==> src/rtl/trp_pkg.sv <==
// shared types, constants and register indexes for the tablet packet receiver
// no dependencies
package trp_pkg;

	localparam int unsigned BYTE_W   = 8;
	localparam int unsigned TIME_W   = 32;
	localparam int unsigned ID_W     = 4;
	localparam int unsigned COORD_W  = 6;
	localparam int unsigned THR_W    = 8;
	localparam int unsigned PHASE_W  = 3;
	localparam int unsigned CFG_IDX_W = 2;

	localparam int unsigned IN_TDATA_W  = 40;
	localparam int unsigned OUT_TDATA_W = 96;

	localparam int unsigned SYNC_BIT = 6;
	localparam int unsigned ID_LSB   = 2;

	// packet byte positions
	localparam logic [PHASE_W-1:0] PH_SYNC = 3'd0;
	localparam logic [PHASE_W-1:0] PH_XHI  = 3'd1;
	localparam logic [PHASE_W-1:0] PH_XLO  = 3'd2;
	localparam logic [PHASE_W-1:0] PH_YHI  = 3'd3;
	localparam logic [PHASE_W-1:0] PH_YLO  = 3'd4;

	// register indexes
	localparam logic [CFG_IDX_W-1:0] REG_INIT_THR = 2'd0;
	localparam logic [CFG_IDX_W-1:0] REG_THR_STEP = 2'd1;
	localparam logic [CFG_IDX_W-1:0] REG_THR_CEIL = 2'd2;

	localparam logic [THR_W-1:0] INIT_THR_RST = 8'd1;
	localparam logic [THR_W-1:0] THR_STEP_RST = 8'd1;
	localparam logic [THR_W-1:0] THR_CEIL_RST = 8'd16;

	typedef struct packed {
		logic [BYTE_W-1:0] rx_byte;
		logic [TIME_W-1:0] time_now;
		logic              queue_has_room;
	} in_item_t;

	typedef struct packed {
		logic [ID_W-1:0]    device_id;
		logic [COORD_W-1:0] x_upper;
		logic [COORD_W-1:0] x_lower;
		logic [COORD_W-1:0] y_upper;
		logic [COORD_W-1:0] y_lower;
		logic [TIME_W-1:0]  stamp;
		logic [TIME_W-1:0]  time_delta;
	} sample_t;

	typedef struct packed {
		logic [THR_W-1:0] initial_threshold;
		logic [THR_W-1:0] threshold_step;
		logic [THR_W-1:0] threshold_ceiling;
	} cfg_t;

endpackage

==> src/rtl/trp_in_stage.sv <==
// input register stage: holds one accepted byte transfer for the packet core
// depends on trp_pkg
module trp_in_stage (
	input  logic              clk,
	input  logic              arst_n,
	input  logic              in_valid,
	output logic              in_ready,
	input  trp_pkg::in_item_t in_item,
	input  logic              advance,
	output logic              valid_s1,
	output trp_pkg::in_item_t item_s1
);

	assign in_ready = !valid_s1 || advance;

	always_ff @(posedge clk or negedge arst_n) begin
		if (!arst_n) begin
			valid_s1 <= 1'b0;
		end else if (in_ready) begin
			valid_s1 <= in_valid;
		end
	end

	always_ff @(posedge clk) begin
		if (in_valid && in_ready) begin
			item_s1 <= in_item;
		end
	end

endmodule

==> src/rtl/trp_core.sv <==
// packet assembly, duplicate test and threshold tracking, one byte per cycle unless stalled
// depends on trp_pkg
module trp_core (
	input  logic              clk,
	input  logic              arst_n,
	input  logic              step,
	input  trp_pkg::in_item_t item_s1,
	input  trp_pkg::cfg_t     cfg,
	output logic              res_valid,
	output trp_pkg::sample_t  res
);

	logic [trp_pkg::PHASE_W-1:0] phase_q;
	logic [trp_pkg::ID_W-1:0]    cur_id_q;
	logic [trp_pkg::ID_W-1:0]    prev_id_q;
	logic [trp_pkg::COORD_W-1:0] cur_q  [4];
	logic [trp_pkg::COORD_W-1:0] prev_q [4];
	logic [trp_pkg::THR_W-1:0]   thr_q;
	logic [trp_pkg::TIME_W-1:0]  last_time_q;

	logic                        waiting;
	logic                        last_byte;
	logic [trp_pkg::COORD_W-1:0] coord;
	logic [trp_pkg::THR_W-1:0]   x_gap;
	logic [trp_pkg::THR_W-1:0]   y_gap;
	logic                        dup;
	logic [trp_pkg::THR_W:0]     thr_sum;
	logic [trp_pkg::THR_W-1:0]   thr_next;

	function automatic logic [trp_pkg::THR_W-1:0] gap(
		input logic [trp_pkg::COORD_W-1:0] a,
		input logic [trp_pkg::COORD_W-1:0] b
	);
		logic [trp_pkg::COORD_W-1:0] d;
		d = (a >= b) ? (a - b) : (b - a);
		return {{(trp_pkg::THR_W-trp_pkg::COORD_W){1'b0}}, d};
	endfunction

	assign waiting   = (phase_q == trp_pkg::PH_SYNC) || (phase_q > trp_pkg::PH_YLO);
	assign last_byte = (phase_q == trp_pkg::PH_YLO);
	assign coord     = item_s1.rx_byte[trp_pkg::COORD_W-1:0];

	assign x_gap = gap(prev_q[0], cur_q[0]);
	assign y_gap = gap(prev_q[2], cur_q[2]);
	assign dup   = (prev_id_q == cur_id_q) && (x_gap <= thr_q) && (prev_q[1] == cur_q[1])
		&& (y_gap <= thr_q) && (prev_q[3] == coord);

	assign thr_sum  = {1'b0, thr_q} + {1'b0, cfg.threshold_step};
	assign thr_next = (thr_sum > {1'b0, cfg.threshold_ceiling}) ? cfg.threshold_ceiling
		: thr_sum[trp_pkg::THR_W-1:0];

	assign res_valid = step && !waiting && last_byte && !dup && item_s1.queue_has_room;

	always_comb begin
		res.device_id  = cur_id_q;
		res.x_upper    = cur_q[0];
		res.x_lower    = cur_q[1];
		res.y_upper    = cur_q[2];
		res.y_lower    = coord;
		res.stamp      = item_s1.time_now;
		res.time_delta = item_s1.time_now - last_time_q;
	end

	always_ff @(posedge clk or negedge arst_n) begin
		if (!arst_n) begin
			phase_q     <= trp_pkg::PH_SYNC;
			cur_id_q    <= '0;
			prev_id_q   <= '0;
			thr_q       <= trp_pkg::INIT_THR_RST;
			last_time_q <= '0;
			for (int i = 0; i < 4; i++) begin
				cur_q[i]  <= '0;
				prev_q[i] <= '0;
			end
		end else if (step) begin
			if (waiting) begin
				if (item_s1.rx_byte[trp_pkg::SYNC_BIT]) begin
					prev_id_q <= cur_id_q;
					for (int i = 0; i < 4; i++) begin
						prev_q[i] <= cur_q[i];
					end
					cur_id_q <= item_s1.rx_byte[trp_pkg::ID_LSB +: trp_pkg::ID_W];
					phase_q  <= trp_pkg::PH_XHI;
				end else begin
					phase_q <= trp_pkg::PH_SYNC;
				end
			end else begin
				cur_q[2'(phase_q - trp_pkg::PH_XHI)] <= coord;
				if (last_byte) begin
					phase_q     <= trp_pkg::PH_SYNC;
					last_time_q <= item_s1.time_now;
					if (!dup && item_s1.queue_has_room) begin
						thr_q <= cfg.initial_threshold;
					end else begin
						thr_q <= thr_next;
					end
				end else begin
					phase_q <= phase_q + 3'd1;
				end
			end
		end
	end

endmodule

==> src/rtl/trp_out_reg.sv <==
// result register: holds one sample until the downstream side takes it
// depends on trp_pkg
module trp_out_reg (
	input  logic             clk,
	input  logic             arst_n,
	input  logic             res_valid,
	input  trp_pkg::sample_t res,
	output logic             advance,
	output logic             out_valid,
	input  logic             out_ready,
	output trp_pkg::sample_t out_sample
);

	logic             valid_q;
	trp_pkg::sample_t sample_q;

	assign advance    = !valid_q || out_ready;
	assign out_valid  = valid_q;
	assign out_sample = sample_q;

	always_ff @(posedge clk or negedge arst_n) begin
		if (!arst_n) begin
			valid_q <= 1'b0;
		end else if (advance) begin
			valid_q <= res_valid;
		end
	end

	always_ff @(posedge clk) begin
		if (advance && res_valid) begin
			sample_q <= res;
		end
	end

endmodule

==> src/rtl/tablet_packet_receiver.sv <==
// tablet packet receiver: turns a stream of tablet bytes into position samples
// depends on trp_pkg, trp_in_stage, trp_core, trp_out_reg
//
// usage:
//   s_axis carries one tablet byte per transfer together with its 32-bit time
//   and, in tuser, whether the downstream sample queue has room.
//   m_axis carries one sample per completed, non-duplicate packet with room:
//   id, the four 6-bit coordinate parts, the time stamp and the time since
//   the previous packet. Most bytes give no output.
//   the cfg channel writes initial threshold (0), threshold step (1) and
//   threshold ceiling (2); other indexes are ignored. cfg_ready is always high.
// timing:
//   one byte per cycle sustained while m_axis does not stall. a sample is
//   valid on m_axis after the fifth byte of its packet passes the input
//   register, then the result register behind the combinational assembly logic.
// reset:
//   waits for a sync byte, coordinate history zero, threshold 1, step 1,
//   ceiling 16. a stalled m_axis holds the sample and stalls the byte path
//   once the input register is full.
module tablet_packet_receiver (
	input  logic        clk,
	input  logic        arst_n,
	input  logic        s_axis_tvalid,
	output logic        s_axis_tready,
	input  logic [39:0] s_axis_tdata,  // rx_byte[7:0], time_now[39:8]
	input  logic        s_axis_tuser,  // queue_has_room
	output logic        m_axis_tvalid,
	input  logic        m_axis_tready,
	// device_id[3:0], x_upper[9:4], x_lower[15:10], y_upper[21:16],
	// y_lower[27:22], stamp[59:28], time_delta[91:60], zero[95:92]
	output logic [95:0] m_axis_tdata,
	input  logic        cfg_valid,
	output logic        cfg_ready,
	input  logic [1:0]  cfg_index,
	input  logic [7:0]  cfg_data
);

	trp_pkg::in_item_t in_item;
	trp_pkg::in_item_t item_s1;
	trp_pkg::sample_t  res;
	trp_pkg::sample_t  out_sample;
	trp_pkg::cfg_t     cfg_q;
	logic              valid_s1;
	logic              advance;
	logic              res_valid;

	assign in_item.rx_byte        = s_axis_tdata[7:0];
	assign in_item.time_now       = s_axis_tdata[39:8];
	assign in_item.queue_has_room = s_axis_tuser;

	assign cfg_ready = 1'b1;

	always_ff @(posedge clk or negedge arst_n) begin
		if (!arst_n) begin
			cfg_q.initial_threshold <= trp_pkg::INIT_THR_RST;
			cfg_q.threshold_step    <= trp_pkg::THR_STEP_RST;
			cfg_q.threshold_ceiling <= trp_pkg::THR_CEIL_RST;
		end else if (cfg_valid) begin
			unique case (cfg_index)
				trp_pkg::REG_INIT_THR: cfg_q.initial_threshold <= cfg_data;
				trp_pkg::REG_THR_STEP: cfg_q.threshold_step    <= cfg_data;
				trp_pkg::REG_THR_CEIL: cfg_q.threshold_ceiling <= cfg_data;
				default: ;
			endcase
		end
	end

	trp_in_stage u_in (
		.clk      (clk),
		.arst_n   (arst_n),
		.in_valid (s_axis_tvalid),
		.in_ready (s_axis_tready),
		.in_item  (in_item),
		.advance  (advance),
		.valid_s1 (valid_s1),
		.item_s1  (item_s1)
	);

	trp_core u_core (
		.clk       (clk),
		.arst_n    (arst_n),
		.step      (valid_s1 && advance),
		.item_s1   (item_s1),
		.cfg       (cfg_q),
		.res_valid (res_valid),
		.res       (res)
	);

	trp_out_reg u_out (
		.clk        (clk),
		.arst_n     (arst_n),
		.res_valid  (res_valid),
		.res        (res),
		.advance    (advance),
		.out_valid  (m_axis_tvalid),
		.out_ready  (m_axis_tready),
		.out_sample (out_sample)
	);

	assign m_axis_tdata = {4'b0000, out_sample.time_delta, out_sample.stamp,
		out_sample.y_lower, out_sample.y_upper, out_sample.x_lower, out_sample.x_upper,
		out_sample.device_id};

endmodule

==> config.mk <==
export PLATFORM = sky130hd
export DESIGN_NAME = tablet_packet_receiver
export DESIGN_NICKNAME = d
export VERILOG_FILES = /design/src/rtl/trp_pkg.sv /design/src/rtl/trp_in_stage.sv /design/src/rtl/trp_core.sv /design/src/rtl/trp_out_reg.sv /design/src/rtl/tablet_packet_receiver.sv
export SDC_FILE = /design/constraint.sdc
export NUM_CORES = 1
export LEC_CHECK = 0
export BUFFER_PORTS_ARGS = -buffer_cell sky130_fd_sc_hd__buf_4
export CORE_MARGIN = 1
export CORE_UTILIZATION = 40
export CTS_BUF_LIST = sky130_fd_sc_hd__clkbuf_8
export DETAILED_ROUTE_END_ITERATION = 10
export HOLD_SLACK_MARGIN = 0.05
export PLACE_DENSITY = 0.72
export SYNTH_ARGS = -nofsm -noshare
export SYNTH_HDL_FRONTEND = slang
export SYNTH_SLANG_ARGS = --single-unit
==> constraint.sdc <==
create_clock -name clk -period 7.9 [get_ports clk]
set_clock_uncertainty 0.1 [all_clocks]
set_input_delay 0.79 -clock clk [delete_from_list [all_inputs] [get_ports clk]]
set_output_delay 0.79 -clock clk [all_outputs]
set_load 0.1 [all_outputs]
==> summary by stage <==
Clocking
Clock-pin slew was measured on the worst setup and hold paths at 0.06 ns. The buffer cell driving the clock tree root is clkbuf_8. TritonCTS created 45 clock buffers. Counting along the longest clock path gives a buffer depth of 3.

The total of cells resized after clock tree synthesis is 0. The number of sinks handled by clock tree synthesis is 257. The clock latency at the later pin of the worst-skew pair is 0.58 ns. The buffers inserted during post-CTS setup optimization is 0. TritonCTS built the clock tree. For this design, the CTS-stage hold fixing added 0 buffers. The H-tree depth reported by CTS is 2.

Layout
Cells with a size suffix above 1 make up 29.67% of the layout. Across the whole layout, storage elements account for 0.007097 mm^2. The final-stage net count is between 1000 and 1500. The layout overhead on the synthesized area is 20.25%.

Once layout is complete, the cells apart from fillers number between 1500 and 2000. The multi-input combinational cells in the finished layout cover a total of 0.005002 mm^2. Counting the fill cells in the layout gives about 2700.

Timing
The clock period minus worst slack is 5.620 ns. For the pin with the worst max-slew slack, the measured transition is 1.129 ns. The count of endpoints failing setup in the final report is 0.

The tightest slew margin relative to the limit is 24.70%. The post-route clock period utilization is 71.14%. The count of endpoints failing hold in the final timing report is 0. The number of max-slew violations in the final report is 0.

For the final routed database, the setup TNS stands at 0 ns. Derived from the worst setup path, the maximum achievable clock frequency is 177.9 MHz. Setup repair after global routing left no endpoint under its margin. On the final layout, the worst hold slack is 0.2643 ns.

Critical path
The top fanout value on the critical path is 84. The critical path required time is 7.96 ns. The cell at the slowest stage of the critical path is buf_4. The critical path class is flip-flop to flip-flop. The critical path startpoint category is a flip-flop. Traced cell by cell, the critical path runs through inv_1, ha_1, inv_1, fa_1, a21o_1, a21oi_1, nand2_1, o31a_1, mux2i_1, a221o_2, and4b_1, or4_1, ha_1, nand2_1, o21bai_1, a21oi_1, a211oi_2, nor2_4, buf_4. The highest cell delay on the worst timing path is 0.88 ns. STA puts the critical path data arrival time at 5.68 ns. STA classifies the critical path endpoint as a flip-flop.

In this run the worst setup path terminates at u_out.out_sample[17]. The startpoint identified for the worst register-to-register timing path is u_core.prev_q[6]. The worst register-to-register path ends at u_out.out_sample[17].

For the worst flop-to-flop path, the logic depth is 19. The worst setup slack for register-to-register paths is between 2 and 2.5 ns. The first element of the critical path is u_core.prev_q[6].

Die
The floorplan step set the die width to between 150 and 200 um. The die area is 0.03194 mm^2. The number of rows in the core area is 64. The floorplan step set the die height to 178.7 um.

In this run the count of I/O pins placed on the die edge is between 150 and 200. The core region is 0.03067 mm^2. The starting density of the core is 40.73%.

Route
Summed over all layers, the routed wires come to 25300 um. Before antenna repair, the detailed router went through 5 iterations. In the final routed layout, each cell accounts on average for 16.01 um. In this run the remaining antenna-violating nets after routing total 0. The number of violations reported at the end of detailed-routing iteration 0 is 437. For this run, design rule violations remaining after detail routing come to 0.

The final route contains ~8000 vias. The via count normalized by instance count is between 5 and 6.

Worst hold path
The class of the most critical hold timing path is primary input to asynchronous set/reset pin.

Placement
The post-placement cell count is between 1000 and 1500. The placed wire-length estimate after detailed placement is 17800 um. Buffers placed on the I/O ports in this run total about 150.

The routability-driven placement congestion ratio is 0.8542.

Logic synthesis
The share of async-settable or async-resettable flops after synthesis is 48.64%. The most used flip-flop cell after synthesis is edfxtp_1. The average instance in the mapped netlist occupies roughly 13 um^2. Summing the areas of all compound-gate instances in the mapped netlist gives approximately 8.6% of the synthesized area. After synthesis, the largest family of logic cells by area is multiplexers. The xor and xnor area share after synthesis is 4.067%. By area the synthesized netlist is led by edfxtp_1 32%, dfrtp_1 24%, mux2_2 9.9%.

After synthesis, the share of cell area in mux cells is 11.04%. The number of flip-flops and latches in the synthesized netlist is about 260. The share of the synthesized area in the top cell type is between 30% and 40%. Synthesis produced a netlist whose cell count is 962.

The synthesized netlist devotes ~6.1% of its cell area to simple gates. Counting flops with a built-in enable in the synthesized netlist gives 132. In this run the cell area of the synthesized design comes to 0.01249 mm^2. The synthesized netlist devotes between 9 and 10% of its cell area to adder and majority cells. The synthesis warning total is 0. Counting distinct cell types in the post-synthesis netlist gives 62.

The cell type with the highest aggregate area in the netlist is edfxtp_1. The sequential fraction of the synthesis area is 56.82%.

Outcome
The run finished with clean final reports.

Global route
The number of global-route vias before repair is ~8000. The total overflow left after global routing is 0. Global routing consumed, over all layers together, 16.16% of the routing resources.

Entering global routing, the biggest net connects 85 pins. The first global-routing pass estimated around 41000 um of wire. The number of antenna violations at the first check in global routing came to 1.

Power
The worst ir drop on vdd is 254.3 uV. For this design the ratio of total power to cell area is 403.5 mW/mm^2. Summed over all cells, the static leakage comes to approximately 6.5 nW.

Flow run
Across the run, the number of max-cap violations was 0.
## area by class of cell
type / instances / area share (%)
well taps: 396 / 3.299
multi-input cells: 603 / 33.30
clock buffers: 55 / 5.040
repair buffers: 155 / 7.747
clock inverters: 29 / 1.249
flip-flops and latches: 257 / 47.25
diodes: 1 / 0.01666
inverters: 84 / 2.099
## report_power, final
part	total [mW]	internal [mW]	switching, mW
Sequential	2.02	1.80	0.222
Combinational	2.79	1.30	1.49
Clock	1.25	0.701	0.551
## per-layer routing
metal | GRT usage, % | up-vias | part of all wire, % | routed length, um
met5 | 0 | - | 0 | 0
li1 | - | 3866 | - | -
met2 | 27.81 | 200 | 49 | 12480
met1 | 20.02 | 3873 | 43 | 10870
met3 | 3.372 | 54 | 5.3 | 1332
met4 | 5.685 | 0 | 2.4 | 618
## cells in the final DEF, fill, tap and decap left out, types with 14 or more instances in the layout
cell      instances
a21oi_1          49
clkbuf_8         55
ha_1             89
dfrtp_1         121
edfxtp_1        132
xor2_1           30
nand2_1          48
xnor2_1          28
buf_4           155
nand2b_1         14
inv_1            94
nor2_1           23
o21ai_0          51
mux2_2          110
## worst max-delay path, delay by kind of cell (launching register included)
kind / cells / cell delay [ns]
multiplexers: 1 / 0.16
adder cells (fa/ha/maj): 3 / 0.84
AND/OR/NAND/NOR: 5 / 1.05
flip-flops: 1 / 0.40
buffers and inverters: 3 / 1.00
AO/OA/AOI/OAI: 7 / 1.55
## registers in the layout, summed over array words and instances (netlist names)
name	cells
cfg_q	24
u_core.cur_id_q	4
u_core.cur_q	6
u_core.last_time_q	32
u_core.phase_q	3
u_core.prev_id_q	4
u_core.prev_q	24
u_core.res	18
u_core.thr_q	8
u_in.item_s1	40
u_in.valid_s1	1
u_out.out_sample	92
u_out.out_valid	1
## worst min path at each step
stage          slack, ns               endpoint
6_report            0.26  u_core.last_time_q[7]
5_1_grt             0.26        u_in.item_s1[1]
4_1_cts             0.24        u_in.item_s1[1]
3_5_place_dp        0.34   u_out.out_sample[32]
3_3_place_gp        0.34   u_out.out_sample[32]
2_1_floorplan       0.33   u_out.out_sample[32]
## logic make-up (layout without fill, tap and decap cells)
| family | count (synthesis) | after routing |
|---|---|---|
| AO/OA/AOI/OAI | 172 | 172 |
| adder cells (fa/ha/maj) | 95 | 95 |
| AND/OR/NAND/NOR | 150 | 150 |
| flip-flops | 257 | 257 |
| buffers and inverters | 105 | 323 |
| other | 2 | 6 |
| multiplexers | 123 | 123 |
| XOR/XNOR | 58 | 58 |
## per-stage QoR
step | power (mW) | utilization (%) | worst slack (ns) | cell area [um^2]
2_1_floorplan | 4.234 | - | 1.211 | 12500
3_3_place_gp | 4.719 | 45.89 | 2.407 | 14070
3_5_place_dp | 4.832 | 45.89 | 2.321 | 14070
4_1_cts | 6.127 | 48.97 | 2.255 | 15020
5_1_grt | 6.540 | 48.97 | 1.919 | 15020
6_report | 6.062 | 48.98 | 2.280 | 15020
## cells in the mapped netlist (3+ instances only)
master / instances
dfstp_2: 4
a221o_1: 3
nand3b_1: 4
buf_4: 5
o2111ai_1: 3
nor3_1: 9
buf_1: 4
edfxtp_1: 132
o21ai_0: 51
nand2b_1: 14
xor2_1: 30
ha_1: 89
inv_1: 84
o21a_1: 9
o211ai_1: 8
a31oi_1: 3
a21o_1: 13
o31ai_1: 3
mux2_2: 110
and2_1: 3
dfrtp_1: 121
a21oi_1: 49
nor4_1: 5
clkbuf_1: 10
a211oi_1: 5
nand4_1: 13
nor2_1: 24
nor2b_1: 12
fa_1: 6
a21boi_0: 3
xnor2_1: 28
mux2i_1: 11
a221oi_1: 4
o21bai_1: 4
or3_1: 3
nand2_1: 48
nand3_1: 5
Note: power is estimated with default switching activity, not from simulation.
